## src/rtl/core/rfhs_pkg.sv

```systemverilog
// Shared types and constants of the RGB fade and hold sequencer.
// No dependencies; imported by rgb_fade_hold_sequencer_unit.
package rfhs_pkg;

   localparam int TABLE_DEPTH   = 64;
   localparam int FRACTION_BITS = 7;
   localparam int LEVEL_W       = 8;
   localparam int TICK_W        = 8;
   localparam int ACC_W         = 16;
   localparam int CHANNELS      = 3;
   localparam int TBL_AW        = $clog2(TABLE_DEPTH);
   localparam int QUO_W         = LEVEL_W + FRACTION_BITS;
   localparam int DIV_CW        = $clog2(QUO_W);

   localparam logic [TICK_W-1:0]  END_MARK       = 8'd255;
   localparam logic [LEVEL_W-1:0] BLINK_STEP_RST = 8'd20;
   localparam logic [LEVEL_W-1:0] BLINK_WRAP_RST = 8'd100;

   localparam logic [1:0] REQ_TICK  = 2'd0;
   localparam logic [1:0] REQ_NEXT  = 2'd1;
   localparam logic [1:0] REQ_BLINK = 2'd2;
   localparam logic [1:0] REQ_WRITE = 2'd3;

   localparam logic CSR_BLINK_STEP = 1'b0;
   localparam logic CSR_BLINK_WRAP = 1'b1;

   typedef struct packed {
      logic [TICK_W-1:0]                 fade;
      logic [TICK_W-1:0]                 hold;
      logic [CHANNELS-1:0][LEVEL_W-1:0]  lvl;
   } entry_type;

   typedef enum logic [2:0] {
      ST_IDLE,
      ST_HOLD_LD,
      ST_ADV_CUR,
      ST_ADV_NXT,
      ST_LOAD,
      ST_FADE,
      ST_DIV,
      ST_SEARCH
   } st_type;

   function automatic logic [TBL_AW-1:0] next_idx(input logic [TBL_AW-1:0] idx);
      logic [TBL_AW-1:0] res;
      if (idx == TBL_AW'(TABLE_DEPTH - 1)) begin
         res = '0;
      end else begin
         res = idx + 1'b1;
      end
      return res;
   endfunction

endpackage

```

## src/rtl/core/rgb_fade_hold_sequencer_unit.sv

```systemverilog
// RGB fade and hold sequencer: pattern table memory, fade accumulators, blink control.
// Depends on rfhs_pkg.
// Table write, blink step and plain ticks answer straight from idle; a tick ending a fade
// answers via ST_HOLD_LD; a tick ending a hold runs ADV_CUR, ADV_NXT, LOAD, FADE and DIV.
// A next-pattern request scans the table one entry per cycle on the single read
// port, then runs LOAD, FADE and DIV. One transaction at a time.
// Synchronous active-high reset resets all control and channel state; table not cleared.
module rgb_fade_hold_sequencer_unit
   import rfhs_pkg::*;
(
   input  logic                clock,
   input  logic                reset,
   input  logic                start,
   output logic                busy,
   input  logic [1:0]          req_type,
   input  logic [TBL_AW-1:0]   req_entry_addr,
   input  logic [TICK_W-1:0]   req_fade_ticks,
   input  logic [TICK_W-1:0]   req_hold_ticks,
   input  logic [LEVEL_W-1:0]  req_red_level,
   input  logic [LEVEL_W-1:0]  req_green_level,
   input  logic [LEVEL_W-1:0]  req_blue_level,
   output logic                rsp_valid,
   output logic [LEVEL_W-1:0]  rsp_red_duty,
   output logic [LEVEL_W-1:0]  rsp_green_duty,
   output logic [LEVEL_W-1:0]  rsp_blue_duty,
   output logic                rsp_outputs_on,
   output logic                rsp_in_hold,
   output logic [TBL_AW-1:0]   rsp_current_entry,
   input  logic                csr_we,
   input  logic                csr_index,
   input  logic [LEVEL_W-1:0]  csr_wdata
);

   st_type              state_ff, state_in;
   entry_type           tbl_mem [TABLE_DEPTH];
   entry_type           rd_data_ff;
   entry_type           wr_entry;
   logic [TBL_AW-1:0]   rd_addr;
   logic                accept;

   logic [LEVEL_W-1:0]  blink_step_ff, blink_wrap_ff;
   logic [LEVEL_W-1:0]  blink_period_ff, blink_cnt_ff;
   logic                lights_ff;
   logic [TBL_AW-1:0]   play_idx_ff, loop_start_ff;
   logic                hold_stage_ff;
   logic [TICK_W-1:0]   tick_cnt_ff;
   logic [ACC_W-1:0]    acc_ff  [CHANNELS];
   logic [ACC_W-1:0]    inc_ff  [CHANNELS];
   logic [ACC_W-1:0]    acc_sum [CHANNELS];
   logic [LEVEL_W-1:0]  duty_ff [CHANNELS];
   logic [LEVEL_W-1:0]  from_ff [CHANNELS];
   logic                done_ff;

   logic [TBL_AW-1:0]   scan_ff, chk_cnt_ff, srch_start;
   logic                data_ok_ff, srch_hit, srch_end;

   logic [LEVEL_W-1:0]  divisor_ff;
   logic                div_zero_ff;
   logic [DIV_CW-1:0]   div_cnt_ff;
   logic                div_last;
   logic                neg_ff   [CHANNELS];
   logic [QUO_W-1:0]    quo_ff   [CHANNELS];
   logic [QUO_W-1:0]    quo_step [CHANNELS];
   logic [LEVEL_W-1:0]  rem_ff   [CHANNELS];
   logic [LEVEL_W-1:0]  rem_step [CHANNELS];
   logic [LEVEL_W:0]    diff     [CHANNELS];
   logic [LEVEL_W-1:0]  diff_mag [CHANNELS];
   logic [ACC_W-1:0]    quo_ext  [CHANNELS];

   logic [LEVEL_W-1:0]  blink_dec, blink_sum;

   assign busy   = (state_ff != ST_IDLE);
   assign accept = start & ~busy;

   assign rsp_valid         = done_ff;
   assign rsp_red_duty      = duty_ff[0];
   assign rsp_green_duty    = duty_ff[1];
   assign rsp_blue_duty     = duty_ff[2];
   assign rsp_outputs_on    = lights_ff;
   assign rsp_in_hold       = hold_stage_ff;
   assign rsp_current_entry = play_idx_ff;

   assign wr_entry.fade   = req_fade_ticks;
   assign wr_entry.hold   = req_hold_ticks;
   assign wr_entry.lvl[0] = req_red_level;
   assign wr_entry.lvl[1] = req_green_level;
   assign wr_entry.lvl[2] = req_blue_level;

   assign blink_dec = blink_cnt_ff - 1'b1;
   assign blink_sum = blink_period_ff + blink_step_ff;

   assign srch_hit   = data_ok_ff && (rd_data_ff.fade == END_MARK);
   assign srch_end   = srch_hit || (data_ok_ff && (chk_cnt_ff == TBL_AW'(TABLE_DEPTH - 1)));
   assign srch_start = (srch_hit && (rd_data_ff.hold != END_MARK)) ? scan_ff : '0;
   assign div_last   = (div_cnt_ff == DIV_CW'(QUO_W - 1));

   always_comb begin
      logic [LEVEL_W:0]   partial;
      logic [LEVEL_W+1:0] trial;
      for (int c = 0; c < CHANNELS; c++) begin
         acc_sum[c]  = acc_ff[c] + inc_ff[c];
         diff[c]     = {1'b0, rd_data_ff.lvl[c]} - {1'b0, from_ff[c]};
         diff_mag[c] = diff[c][LEVEL_W] ? LEVEL_W'(-diff[c]) : diff[c][LEVEL_W-1:0];
         partial     = {rem_ff[c], quo_ff[c][QUO_W-1]};
         trial       = {1'b0, partial} - {2'b00, divisor_ff};
         if (!trial[LEVEL_W+1]) begin
            rem_step[c] = trial[LEVEL_W-1:0];
            quo_step[c] = {quo_ff[c][QUO_W-2:0], 1'b1};
         end else begin
            rem_step[c] = partial[LEVEL_W-1:0];
            quo_step[c] = {quo_ff[c][QUO_W-2:0], 1'b0};
         end
         quo_ext[c] = ACC_W'(quo_step[c]);
      end
   end

   always_comb begin
      state_in = state_ff;
      unique case (state_ff)
         ST_IDLE: begin
            if (accept && (req_type == REQ_TICK) && (tick_cnt_ff == '0)) begin
               state_in = hold_stage_ff ? ST_ADV_CUR : ST_HOLD_LD;
            end else if (accept && (req_type == REQ_NEXT)) begin
               state_in = ST_SEARCH;
            end
         end
         ST_HOLD_LD: state_in = ST_IDLE;
         ST_ADV_CUR: state_in = ST_ADV_NXT;
         ST_ADV_NXT: state_in = ST_LOAD;
         ST_LOAD:    state_in = ST_FADE;
         ST_FADE:    state_in = ST_DIV;
         ST_DIV:     state_in = div_last ? ST_IDLE : ST_DIV;
         ST_SEARCH:  state_in = srch_end ? ST_LOAD : ST_SEARCH;
         default:    state_in = ST_IDLE;
      endcase
   end

   always_comb begin
      unique case (state_ff)
         ST_ADV_CUR: rd_addr = next_idx(play_idx_ff);
         ST_SEARCH:  rd_addr = scan_ff;
         default:    rd_addr = play_idx_ff;
      endcase
   end

   always_ff @(posedge clock) begin
      if (accept && (req_type == REQ_WRITE)) begin
         tbl_mem[req_entry_addr] <= wr_entry;
      end
      rd_data_ff <= tbl_mem[rd_addr];
   end

   always_ff @(posedge clock) begin
      if (reset) begin
         state_ff        <= ST_IDLE;
         done_ff         <= 1'b0;
         blink_step_ff   <= BLINK_STEP_RST;
         blink_wrap_ff   <= BLINK_WRAP_RST;
         blink_period_ff <= '0;
         blink_cnt_ff    <= '0;
         lights_ff       <= 1'b1;
         play_idx_ff     <= '0;
         loop_start_ff   <= '0;
         hold_stage_ff   <= 1'b0;
         tick_cnt_ff     <= '0;
         scan_ff         <= '0;
         chk_cnt_ff      <= '0;
         data_ok_ff      <= 1'b0;
         divisor_ff      <= '0;
         div_zero_ff     <= 1'b0;
         div_cnt_ff      <= '0;
         for (int c = 0; c < CHANNELS; c++) begin
            acc_ff[c]  <= '0;
            inc_ff[c]  <= '0;
            duty_ff[c] <= '0;
            from_ff[c] <= '0;
            neg_ff[c]  <= 1'b0;
            quo_ff[c]  <= '0;
            rem_ff[c]  <= '0;
         end
      end else begin
         state_ff <= state_in;
         done_ff  <= 1'b0;

         if (csr_we) begin
            unique case (csr_index)
               CSR_BLINK_STEP: blink_step_ff <= csr_wdata;
               CSR_BLINK_WRAP: blink_wrap_ff <= csr_wdata;
               default:        blink_step_ff <= blink_step_ff;
            endcase
         end

         unique case (state_ff)
            ST_IDLE: begin
               if (accept) begin
                  unique case (req_type)
                     REQ_TICK: begin
                        if (blink_period_ff != '0) begin
                           if (blink_dec == '0) begin
                              blink_cnt_ff <= blink_period_ff;
                              lights_ff    <= ~lights_ff;
                           end else begin
                              blink_cnt_ff <= blink_dec;
                           end
                        end
                        if (tick_cnt_ff == '0) begin
                           hold_stage_ff <= 1'b1;
                        end else begin
                           tick_cnt_ff <= tick_cnt_ff - 1'b1;
                           done_ff     <= 1'b1;
                           if (!hold_stage_ff) begin
                              for (int c = 0; c < CHANNELS; c++) begin
                                 acc_ff[c]  <= acc_sum[c];
                                 duty_ff[c] <= acc_sum[c][FRACTION_BITS+LEVEL_W-1:FRACTION_BITS];
                              end
                           end
                        end
                     end
                     REQ_NEXT: begin
                        scan_ff    <= next_idx(loop_start_ff);
                        chk_cnt_ff <= '0;
                        data_ok_ff <= 1'b0;
                        for (int c = 0; c < CHANNELS; c++) begin
                           from_ff[c] <= '0;
                        end
                     end
                     REQ_BLINK: begin
                        done_ff <= 1'b1;
                        if (blink_sum == blink_wrap_ff) begin
                           blink_period_ff <= '0;
                           blink_cnt_ff    <= '0;
                           lights_ff       <= 1'b1;
                        end else begin
                           blink_period_ff <= blink_sum;
                           blink_cnt_ff    <= blink_sum;
                        end
                     end
                     REQ_WRITE: done_ff <= 1'b1;
                     default:   done_ff <= 1'b1;
                  endcase
               end
            end
            ST_HOLD_LD: begin
               tick_cnt_ff <= rd_data_ff.hold;
               done_ff     <= 1'b1;
            end
            ST_ADV_CUR: begin
               for (int c = 0; c < CHANNELS; c++) begin
                  from_ff[c] <= rd_data_ff.lvl[c];
               end
            end
            ST_ADV_NXT: begin
               play_idx_ff <= (rd_data_ff.fade == END_MARK) ? loop_start_ff
                                                            : next_idx(play_idx_ff);
            end
            ST_LOAD: begin
               div_cnt_ff <= '0;
            end
            ST_FADE: begin
               hold_stage_ff <= 1'b0;
               tick_cnt_ff   <= rd_data_ff.fade;
               divisor_ff    <= rd_data_ff.fade;
               div_zero_ff   <= (rd_data_ff.fade == '0);
               div_cnt_ff    <= '0;
               for (int c = 0; c < CHANNELS; c++) begin
                  neg_ff[c] <= diff[c][LEVEL_W];
                  rem_ff[c] <= '0;
                  quo_ff[c] <= {diff_mag[c], {FRACTION_BITS{1'b0}}};
               end
            end
            ST_DIV: begin
               div_cnt_ff <= div_cnt_ff + 1'b1;
               for (int c = 0; c < CHANNELS; c++) begin
                  quo_ff[c] <= quo_step[c];
                  rem_ff[c] <= rem_step[c];
               end
               if (div_last) begin
                  done_ff <= 1'b1;
                  for (int c = 0; c < CHANNELS; c++) begin
                     if (div_zero_ff) begin
                        inc_ff[c] <= '0;
                     end else begin
                        inc_ff[c] <= neg_ff[c] ? -quo_ext[c] : quo_ext[c];
                     end
                  end
               end
            end
            ST_SEARCH: begin
               scan_ff    <= next_idx(scan_ff);
               data_ok_ff <= 1'b1;
               if (data_ok_ff) begin
                  chk_cnt_ff <= chk_cnt_ff + 1'b1;
               end
               if (srch_end) begin
                  loop_start_ff <= srch_start;
                  play_idx_ff   <= srch_start;
                  for (int c = 0; c < CHANNELS; c++) begin
                     acc_ff[c] <= '0;
                  end
               end
            end
            default: done_ff <= 1'b0;
         endcase
      end
   end

   a_rsp_when_idle: assert property (@(posedge clock) disable iff (reset)
      rsp_valid |-> (state_ff == ST_IDLE))
      else $error("response strobe while a transaction is still in work");

   a_busy_from_start: assert property (@(posedge clock) disable iff (reset)
      $rose(busy) |-> $past(start))
      else $error("sequencer left idle without an accepted transaction");

   a_load_entry: assert property (@(posedge clock) disable iff (reset)
      (state_ff == ST_LOAD) |-> ($past(state_ff) == ST_ADV_NXT || $past(state_ff) == ST_SEARCH))
      else $error("entry load without advance or pattern search");

   a_fade_after_div: assert property (@(posedge clock) disable iff (reset)
      (state_ff == ST_DIV && div_last) |=> (!hold_stage_ff && rsp_valid))
      else $error("fade start did not clear hold stage and respond");

endmodule

```

## config.mk

```make
export PLATFORM = sky130hd
export DESIGN_NAME = rgb_fade_hold_sequencer_unit
export DESIGN_NICKNAME = d
export VERILOG_FILES = /design/src/rtl/core/rfhs_pkg.sv /design/src/rtl/core/rgb_fade_hold_sequencer_unit.sv
export SDC_FILE = /design/constraint.sdc
export NUM_CORES = 2
export LEC_CHECK = 0
export BUFFER_PORTS_ARGS = -buffer_cell sky130_fd_sc_hd__clkbuf_2
export CAP_MARGIN = 0
export CORE_ASPECT_RATIO = 0.75
export CORE_UTILIZATION = 63
export CTS_CLUSTER_DIAMETER = 100
export DETAILED_ROUTE_END_ITERATION = 10
export PLACE_DENSITY = 0.79
export SYNTH_ARGS = -nofsm -noshare
export SYNTH_HDL_FRONTEND = slang
export SYNTH_SLANG_ARGS = --single-unit
```

## constraint.sdc

```tcl
create_clock -name clock -period 4.3 [get_ports clock]
set_input_delay 0.43 -clock clock [delete_from_list [all_inputs] [get_ports clock]]
set_output_delay 0.43 -clock clock [all_outputs]
set_load 0.02 [all_outputs]
```

### Word level (Yosys, flattened, before mapping)

Memory sizes are Yosys's and may differ from the RTL's. A register that Yosys moved wholly into a read port is not among the register bits.
Cells that the tools add are included.

| word-level totals | value |
|---|---|
| memories | 8 |
| bits in read-only memories | 0 |
| input port bits | 61 |
| latch bits | 0 |
| flip-flop bits (word level) | 84 |
| bits in writable memories | 2776 |
| output and inout bits | 34 |

Memories:

| memory | depth | width | rd ports | clocked after memory_dff | wr ports | RTL line | RTL |
|---|---|---|---|---|---|---|---|
| tbl_mem | 64 | 40 | 1 | 1 | 1 | rgb_fade_hold_sequencer_unit.sv:35 | `entry_type tbl_mem [TABLE_DEPTH];` |
| acc_ff | 3 | 16 | 3 | 0 | 3 | rgb_fade_hold_sequencer_unit.sv:47 | `logic [ACC_W-1:0] acc_ff [CHANNELS];` |
| inc_ff | 3 | 16 | 3 | 0 | 3 | rgb_fade_hold_sequencer_unit.sv:48 | `logic [ACC_W-1:0] inc_ff [CHANNELS];` |
| quo_ff | 3 | 15 | 3 | 0 | 3 | rgb_fade_hold_sequencer_unit.sv:62 | `logic [QUO_W-1:0] quo_ff [CHANNELS];` |
| duty_ff | 3 | 8 | 3 | 0 | 3 | rgb_fade_hold_sequencer_unit.sv:50 | `logic [LEVEL_W-1:0] duty_ff [CHANNELS];` |
| from_ff | 3 | 8 | 3 | 0 | 3 | rgb_fade_hold_sequencer_unit.sv:51 | `logic [LEVEL_W-1:0] from_ff [CHANNELS];` |
| 2 more memories | n/a | n/a | n/a | n/a | n/a | n/a |  |

| operators by class | value |
|---|---|
| multiplexer cells | 133 |
| multiply operators | 0 |
| shift operators | 0 |
| add/sub/neg operators | 23 |
| divide/modulo/power cells | 0 |
| equality and inequality tests | 29 |
| bitwise logic cells | 40 |
| magnitude comparators | 0 |
| reduce and logical (&&, ||, !) cells | 34 |

Operators by type and width:

| operator | count |
|---|---|
| 16-bit 2-to-1 mux | 15 |
| 8-bit 2-to-1 mux | 27 |
| 15-bit 2-to-1 mux | 6 |
| 6-bit 2-to-1 mux | 11 |
| 1-bit 2-to-1 mux | 56 |
| 16-bit adder | 3 |
| 15-bit negator with 16-bit output | 3 |
| 6-bit case mux with 2 select lines | 4 |
| 1-bit bitwise OR | 36 |
| 9-bit by 8-bit subtractor with 10-bit output | 3 |
| 8-bit by 8-bit subtractor with 9-bit output | 3 |
| 6-bit by 1-bit adder with 6-bit output, second input constant | 4 |
| 6-bit equality test, second input constant | 4 |
| 8-bit logical NOT | 3 |
| 8-bit negator | 3 |
| 3-bit case mux with 8 select lines | 1 |
| 8-bit case mux with 3 select lines | 1 |
| 2-bit inequality test, second input constant | 8 |
| 8-bit case mux with 2 select lines | 1 |
| 4-bit AND reduction | 4 |
| 8-bit by 1-bit subtractor with 8-bit output, second input constant | 2 |
| 3-bit equality test, second input constant | 4 |
| 2-bit nonzero test | 5 |
| 3-bit 2-to-1 mux | 3 |
| 28 further kinds | 49 |

### Longest topological paths before layout

| logic depth | value |
|---|---|
| depth after elaboration | 9 |
| depth in mapped cells | 15 |
| depth with buffers taken out | 15 |

### Worst setup path before layout

Ideal clock, no wire load.

| path | value |
|---|---|
| path type | flip-flop to flip-flop |
| start point | reg state_ff[0] |
| end point | mem tbl_mem[62][0] (netlist name) (enable) |
| library setup time | 438 ps |
| period minus slack after synthesis | 3875 ps |
| stages on the path, launching flop included | 8 |
| data required time | 3862 ps |
| path slack | 425 ps |
| arrival | 3437 ps |
| path buffers | 2 |
| cells stage by stage | dfxtp_1 -> buf_2 -> clkbuf_1 -> nor3_2 -> nand2_1 -> nor3_1 -> nand3_1 -> nor2_1 |

| between the ends | value |
|---|---|
| longest elaborated chain between the ends | 6 |

Ends and longest elaborated chain:

| element | RTL line | RTL |
|---|---|---|
| start: declaration | rgb_fade_hold_sequencer_unit.sv:34 | `st_type state_ff, state_in;` |
| start signal: assignment | rgb_fade_hold_sequencer_unit.sv:182 | `state_ff <= state_in;` |
| 3-bit nonzero test | rgb_fade_hold_sequencer_unit.sv:72 | `assign busy = (state_ff != ST_IDLE);` |
| 1-bit NOT | rgb_fade_hold_sequencer_unit.sv:73 | `assign accept = start & ~busy;` |
| 1-bit bitwise AND | rgb_fade_hold_sequencer_unit.sv:73 |  |
| 1-bit logical AND | rgb_fade_hold_sequencer_unit.sv:147 | `if (accept && (req_type == REQ_WRITE)) begin` |
| 1-bit 2-to-1 mux | rgb_fade_hold_sequencer_unit.sv:147 |  |
| 1-bit 2-to-1 mux (implied by the code) | rgb_fade_hold_sequencer_unit.sv:148 | `tbl_mem[req_entry_addr] <= wr_entry;` |
| end: declaration | rgb_fade_hold_sequencer_unit.sv:35 |  |

Every way passes these cells.

### Worst setup path in the final report

| path | value |
|---|---|
| start point | reg play_idx_ff[0], in the netlist rsp_current_entry[0] |
| end point | reg, netlist name rd_data_ff[0] |

| between the ends | value |
|---|---|
| longest elaborated chain between the ends | 3 |
| elaborated cells between the ends (all ways) | 4 |

Ends and longest elaborated chain:

| element | RTL line | RTL |
|---|---|---|
| start: declaration | rgb_fade_hold_sequencer_unit.sv:44 | `logic [TBL_AW-1:0] play_idx_ff, loop_start_ff;` |
| start signal: assignment | rgb_fade_hold_sequencer_unit.sv:253 | `play_idx_ff <= (rd_data_ff.fade == END_MARK) ? loop_start_ff` |
| start signal: assignment | rgb_fade_hold_sequencer_unit.sv:296 | `play_idx_ff <= srch_start;` |
| 6-bit by 1-bit adder with 6-bit output or 6-bit equality test (tied branches) | rfhs_pkg.sv:49, rfhs_pkg.sv:46 |  |
| 6-bit 2-to-1 mux | rfhs_pkg.sv:46 | `if (idx == TBL_AW'(TABLE_DEPTH - 1)) begin` |
| 6-bit case mux with 2 select lines (*) | rgb_fade_hold_sequencer_unit.sv:139 | `unique case (state_ff)` |

Mark *: on every way between the ends. The rest lies on a longest branch, timed or not.
A chain may end at the register's enable or synchronous reset.

==> results_dict.tcl <==
set metrics [dict create \
    synth_nets 8535 \
    cts_setup_buffers 0 \
    via_per_inst 6.834 \
    endpoint "rd_data_ff[0]" \
    start_kind "flop" \
    clk_pin_slew_ns 0.06 \
    fmax_mhz 242.2 \
    rows 137 \
    path_cells "ha_1 > nand3_1 > o2111ai_4 > and2_4 > buf_12 > buf_12 > mux2i_1 > a32oi_1 > o211a_1 > nor4b_1 > buf_4 > o41ai_1" \
    async_flop_share_pct 0 \
    first_pass_iters 9 \
    end_kind "flop" \
    grtUsageTotal_pct 34.01 \
    worst_path_largest_cell_delay_ns 0.67 \
    grt_max_degree 120 \
    swShare_pct 34.05 \
    ys_seq_area_share_pct 72.34 \
    final_layout_size_suffix_gt1_share_pct 11.79 \
    synth_cells 8351 \
    insertion_delay_ns 0.94 \
    critPathBufInv 3 \
    htree_levels 5 \
    irDropWorstVdd_mv 0.7038 \
    setup_viol 0 \
    drc 0 \
    fin_ws_ns 0.1703 \
    place_congestion 0.8832 \
    worstSetupStartpoint "rsp_current_entry[0]" \
    finalCriticalPeriod_ns 4.130 \
    hold_path.class "in -> reg" \
    area_growth_pct 12.12 \
    r2r_end "rd_data_ff[0]" \
    io_buffers 94 \
    rr_worst_depth 12 \
    initial_utilization_pct 63.55 \
    die_area_sq_um 189700 \
    slew-limit-headroom_pct 13.76 \
    wl_microns 324100 \
    dp_hpwl_microns 181500 \
    crit_fanout 40 \
    ios 95 \
    ys_ff_latch 2894 \
    critPathSlowestCell "and2_4" \
    numCtsBuffers 280 \
    antenna_found_initial 24 \
    clock_sinks 2894 \
    hold_viol_final 0 \
    switchingPower_w 0.02745 \
    nFillCells 11380 \
    core_area_sq_um 186300 \
    grt_overflow_total 0 \
    seqPwrFrac_pct 40.4 \
    yosysUniqueCellTypes 84 \
    dominantRegCellSynth "edfxtp_1" \
    p_per_area_nw_per_um2 607.2 \
    tightest_slew_ns 1.294 \
    vias 76700 \
    p_int_w 0.05316 \
    netlist_area_sq_um 118400 \
    clockBufferDepth 4 \
    pre_cts_ws_ns -0.2237 \
    drv_cap 0 \
    syn_area_per_cell_sq_um 14.18 \
    seqCellArea_sq_um 85660 \
    worst-path-stages 12 \
    tritoncts "done" \
    wire_per_inst_microns 28.88 \
    grt_pass1_wl_microns 474100 \
    grt_pass1_vias 74480 \
    power_frac_clock_pct 28.5 \
    p_leak_nw 46.72 \
    synth_warnings 0 \
    post-route-period-util_pct 96.04 \
    combinationalPowerShare_pct 31.1 \
    fp.dieH_microns 377.5 \
    arrival_ns 4.87 \
    path_delay_family "simple AND/OR/NAND/NOR gates" \
    final_max_slew_viol_count 0 \
    fin_skew_ns 0.06900 \
    total_power_w 0.08061 \
    fin_nets 8704 \
    first_iter_violations 11350 \
    cts_root_buffer "clkbuf_16" \
    final_cells 11220 \
    dp.cells 10720 \
    rsz0062_at_grt "false" \
    utilization_pct 71.25 \
    synth_edf_count 2770 \
    postRouteAntennaNets 0 \
    rrSetupSlack_ns 0.17 \
    die_width_microns 502.6 \
    crit_type "reg -> reg" \
    worst_path_most_repeated_cell "buf_12" \
    required_ns 5.04 \
    status "finished clean" \
    rr_startpoint "rsp_current_entry[0]" \
    multiInputGateArea_sq_um 30720 \
]
## cell usage after synthesis, drive strengths merged (82+ instances only)
cell	number	area (sq um)
a32oi	121	1060
a31oi	174	1089
clkbuf	352	1321
ha	113	1414
o21ai	248	1241
edfxtp	2770	83180
a211oi	217	1634
nor2	304	1154
dfxtp	124	2482
buf	195	997.2
and3	247	1545
a221o	82	822.0
a21oi	330	1652
xor2	89	779.5
inv	99	371.6
mux2i	337	3373
nand3	132	670.6
nand2	1493	5604
a221oi	83	744.5
## how the worst min path moves through the flow
stage	start	endpoint	slack, ns	cells past startpoint
2_1_floorplan	div_zero_ff	div_zero_ff	0.43	2
3_3_place_gp	div_zero_ff	div_zero_ff	0.44	2
3_5_place_dp	div_zero_ff	div_zero_ff	0.45	2
4_1_cts	start	state_ff[2]	0.06	4
5_1_grt	start	state_ff[2]	0.07	4
6_report	start	state_ff[2]	0.10	4
## routing by layer
metal  share of wire, %  track usage (%)
met5               0.16                0
met4                4.7            15.05
met3                 14            9.108
met2                 45            51.30
met1                 36            46.78
## power groups by stage
stage	clock, W	combinational (W)	sequential (W)
finish	0.0230	0.0251	0.0325
CTS	0.0231	0.0246	0.0324
global route	0.0241	0.0264	0.0326
global placement	0	0.0236	0.0330
detailed placement	0	0.0243	0.0330
floorplan	0	0.0159	0.0324
## metrics by stage
| step | setup TNS (ns) | hold slack (ns) | instance area, sq um |
|---|---|---|---|
| after CTS | 0 | 0.05502 | 132700 |
| after global routing | 0 | 0.07207 | 132800 |
| after floorplan | 0 | 0.4320 | 118400 |
| after global placement | -0.07968 | 0.4428 | 124300 |
| after detailed placement | -0.2237 | 0.4499 | 124300 |
| final | 0 | 0.1014 | 132800 |
## kinds of logic (layout without fill, tap and decap cells)
group	Yosys count	after routing	synth area share [%]
other	0	7	0
buffers and inverters	649	1012	2.281
adders and majority gates	123	123	1.363
muxes	338	338	2.858
AOI/OAI and AO/OA	1751	1751	10.76
xor gates and xnor gates	153	153	1.132
DFF	2894	2894	72.34
and+or+nand+nor	2443	2443	9.265
## tightest hold or removal path: stages
cell,delay [ns]
clkbuf_2,0.12
nand3b_1,0.17
or3_1,0.13
a31oi_1,0.07
## area by class of cell
type	instances	area share, %
clock buffer	352	5.591
sequential	2894	64.52
multi-input combinational	4808	23.14
tap	2502	2.358
timing repair buffer	434	3.430
clock inverter	124	0.6588
inverter	102	0.2884
antenna	7	0.01319
## flip-flops by register name, summed over array words and instances (netlist names), 4 cells and up
| register | count |
|---|---|
| tbl_mem | 2560 |
| rd_data_ff | 40 |
| inc_ff | 45 |
| rsp_current_entry | 6 |
| tick_cnt_ff | 8 |
| divisor_ff | 8 |
| chk_cnt_ff | 6 |
| duty_ff | 24 |
| quo_ff | 45 |
| blink_step_ff | 8 |
| blink_wrap_ff | 8 |
| from_ff | 24 |
| scan_ff | 6 |
| blink_cnt_ff | 8 |
| loop_start_ff | 6 |
| acc_ff | 45 |
| blink_period_ff | 8 |
| div_cnt_ff | 4 |
| rem_ff | 24 |
## cell usage in the layout (no fill, tap or decap), types with 64 or more instances in the layout
cell type | Yosys | routed
o21ai_1 | 82 | 83
a221o_1 | 81 | 81
a31oi_1 | 174 | 174
xor2_1 | 89 | 89
mux2i_1 | 337 | 337
nor2_1 | 299 | 227
buf_4 | 24 | 204
ha_1 | 113 | 113
nand3_1 | 130 | 127
and3_1 | 247 | 246
clkbuf_2 | 0 | 93
a221oi_1 | 82 | 82
dfxtp_1 | 124 | 123
xnor2_1 | 64 | 64
edfxtp_1 | 2770 | 2770
nor2_4 | 0 | 76
a21oi_1 | 330 | 330
inv_1 | 97 | 97
a32oi_1 | 121 | 121
o21ai_0 | 166 | 164
clkbuf_16 | 0 | 285
nand2_1 | 1493 | 1489
buf_12 | 0 | 119
a211oi_1 | 216 | 216
## timing repair
item / CTS / global route
endpoints found under the hold margin: 61 / 0
resized for setup: 1 / 0
hold buffers: 17 / 0
setup endpoints to repair: 1 / 0
(Power assumes the default switching activity.)
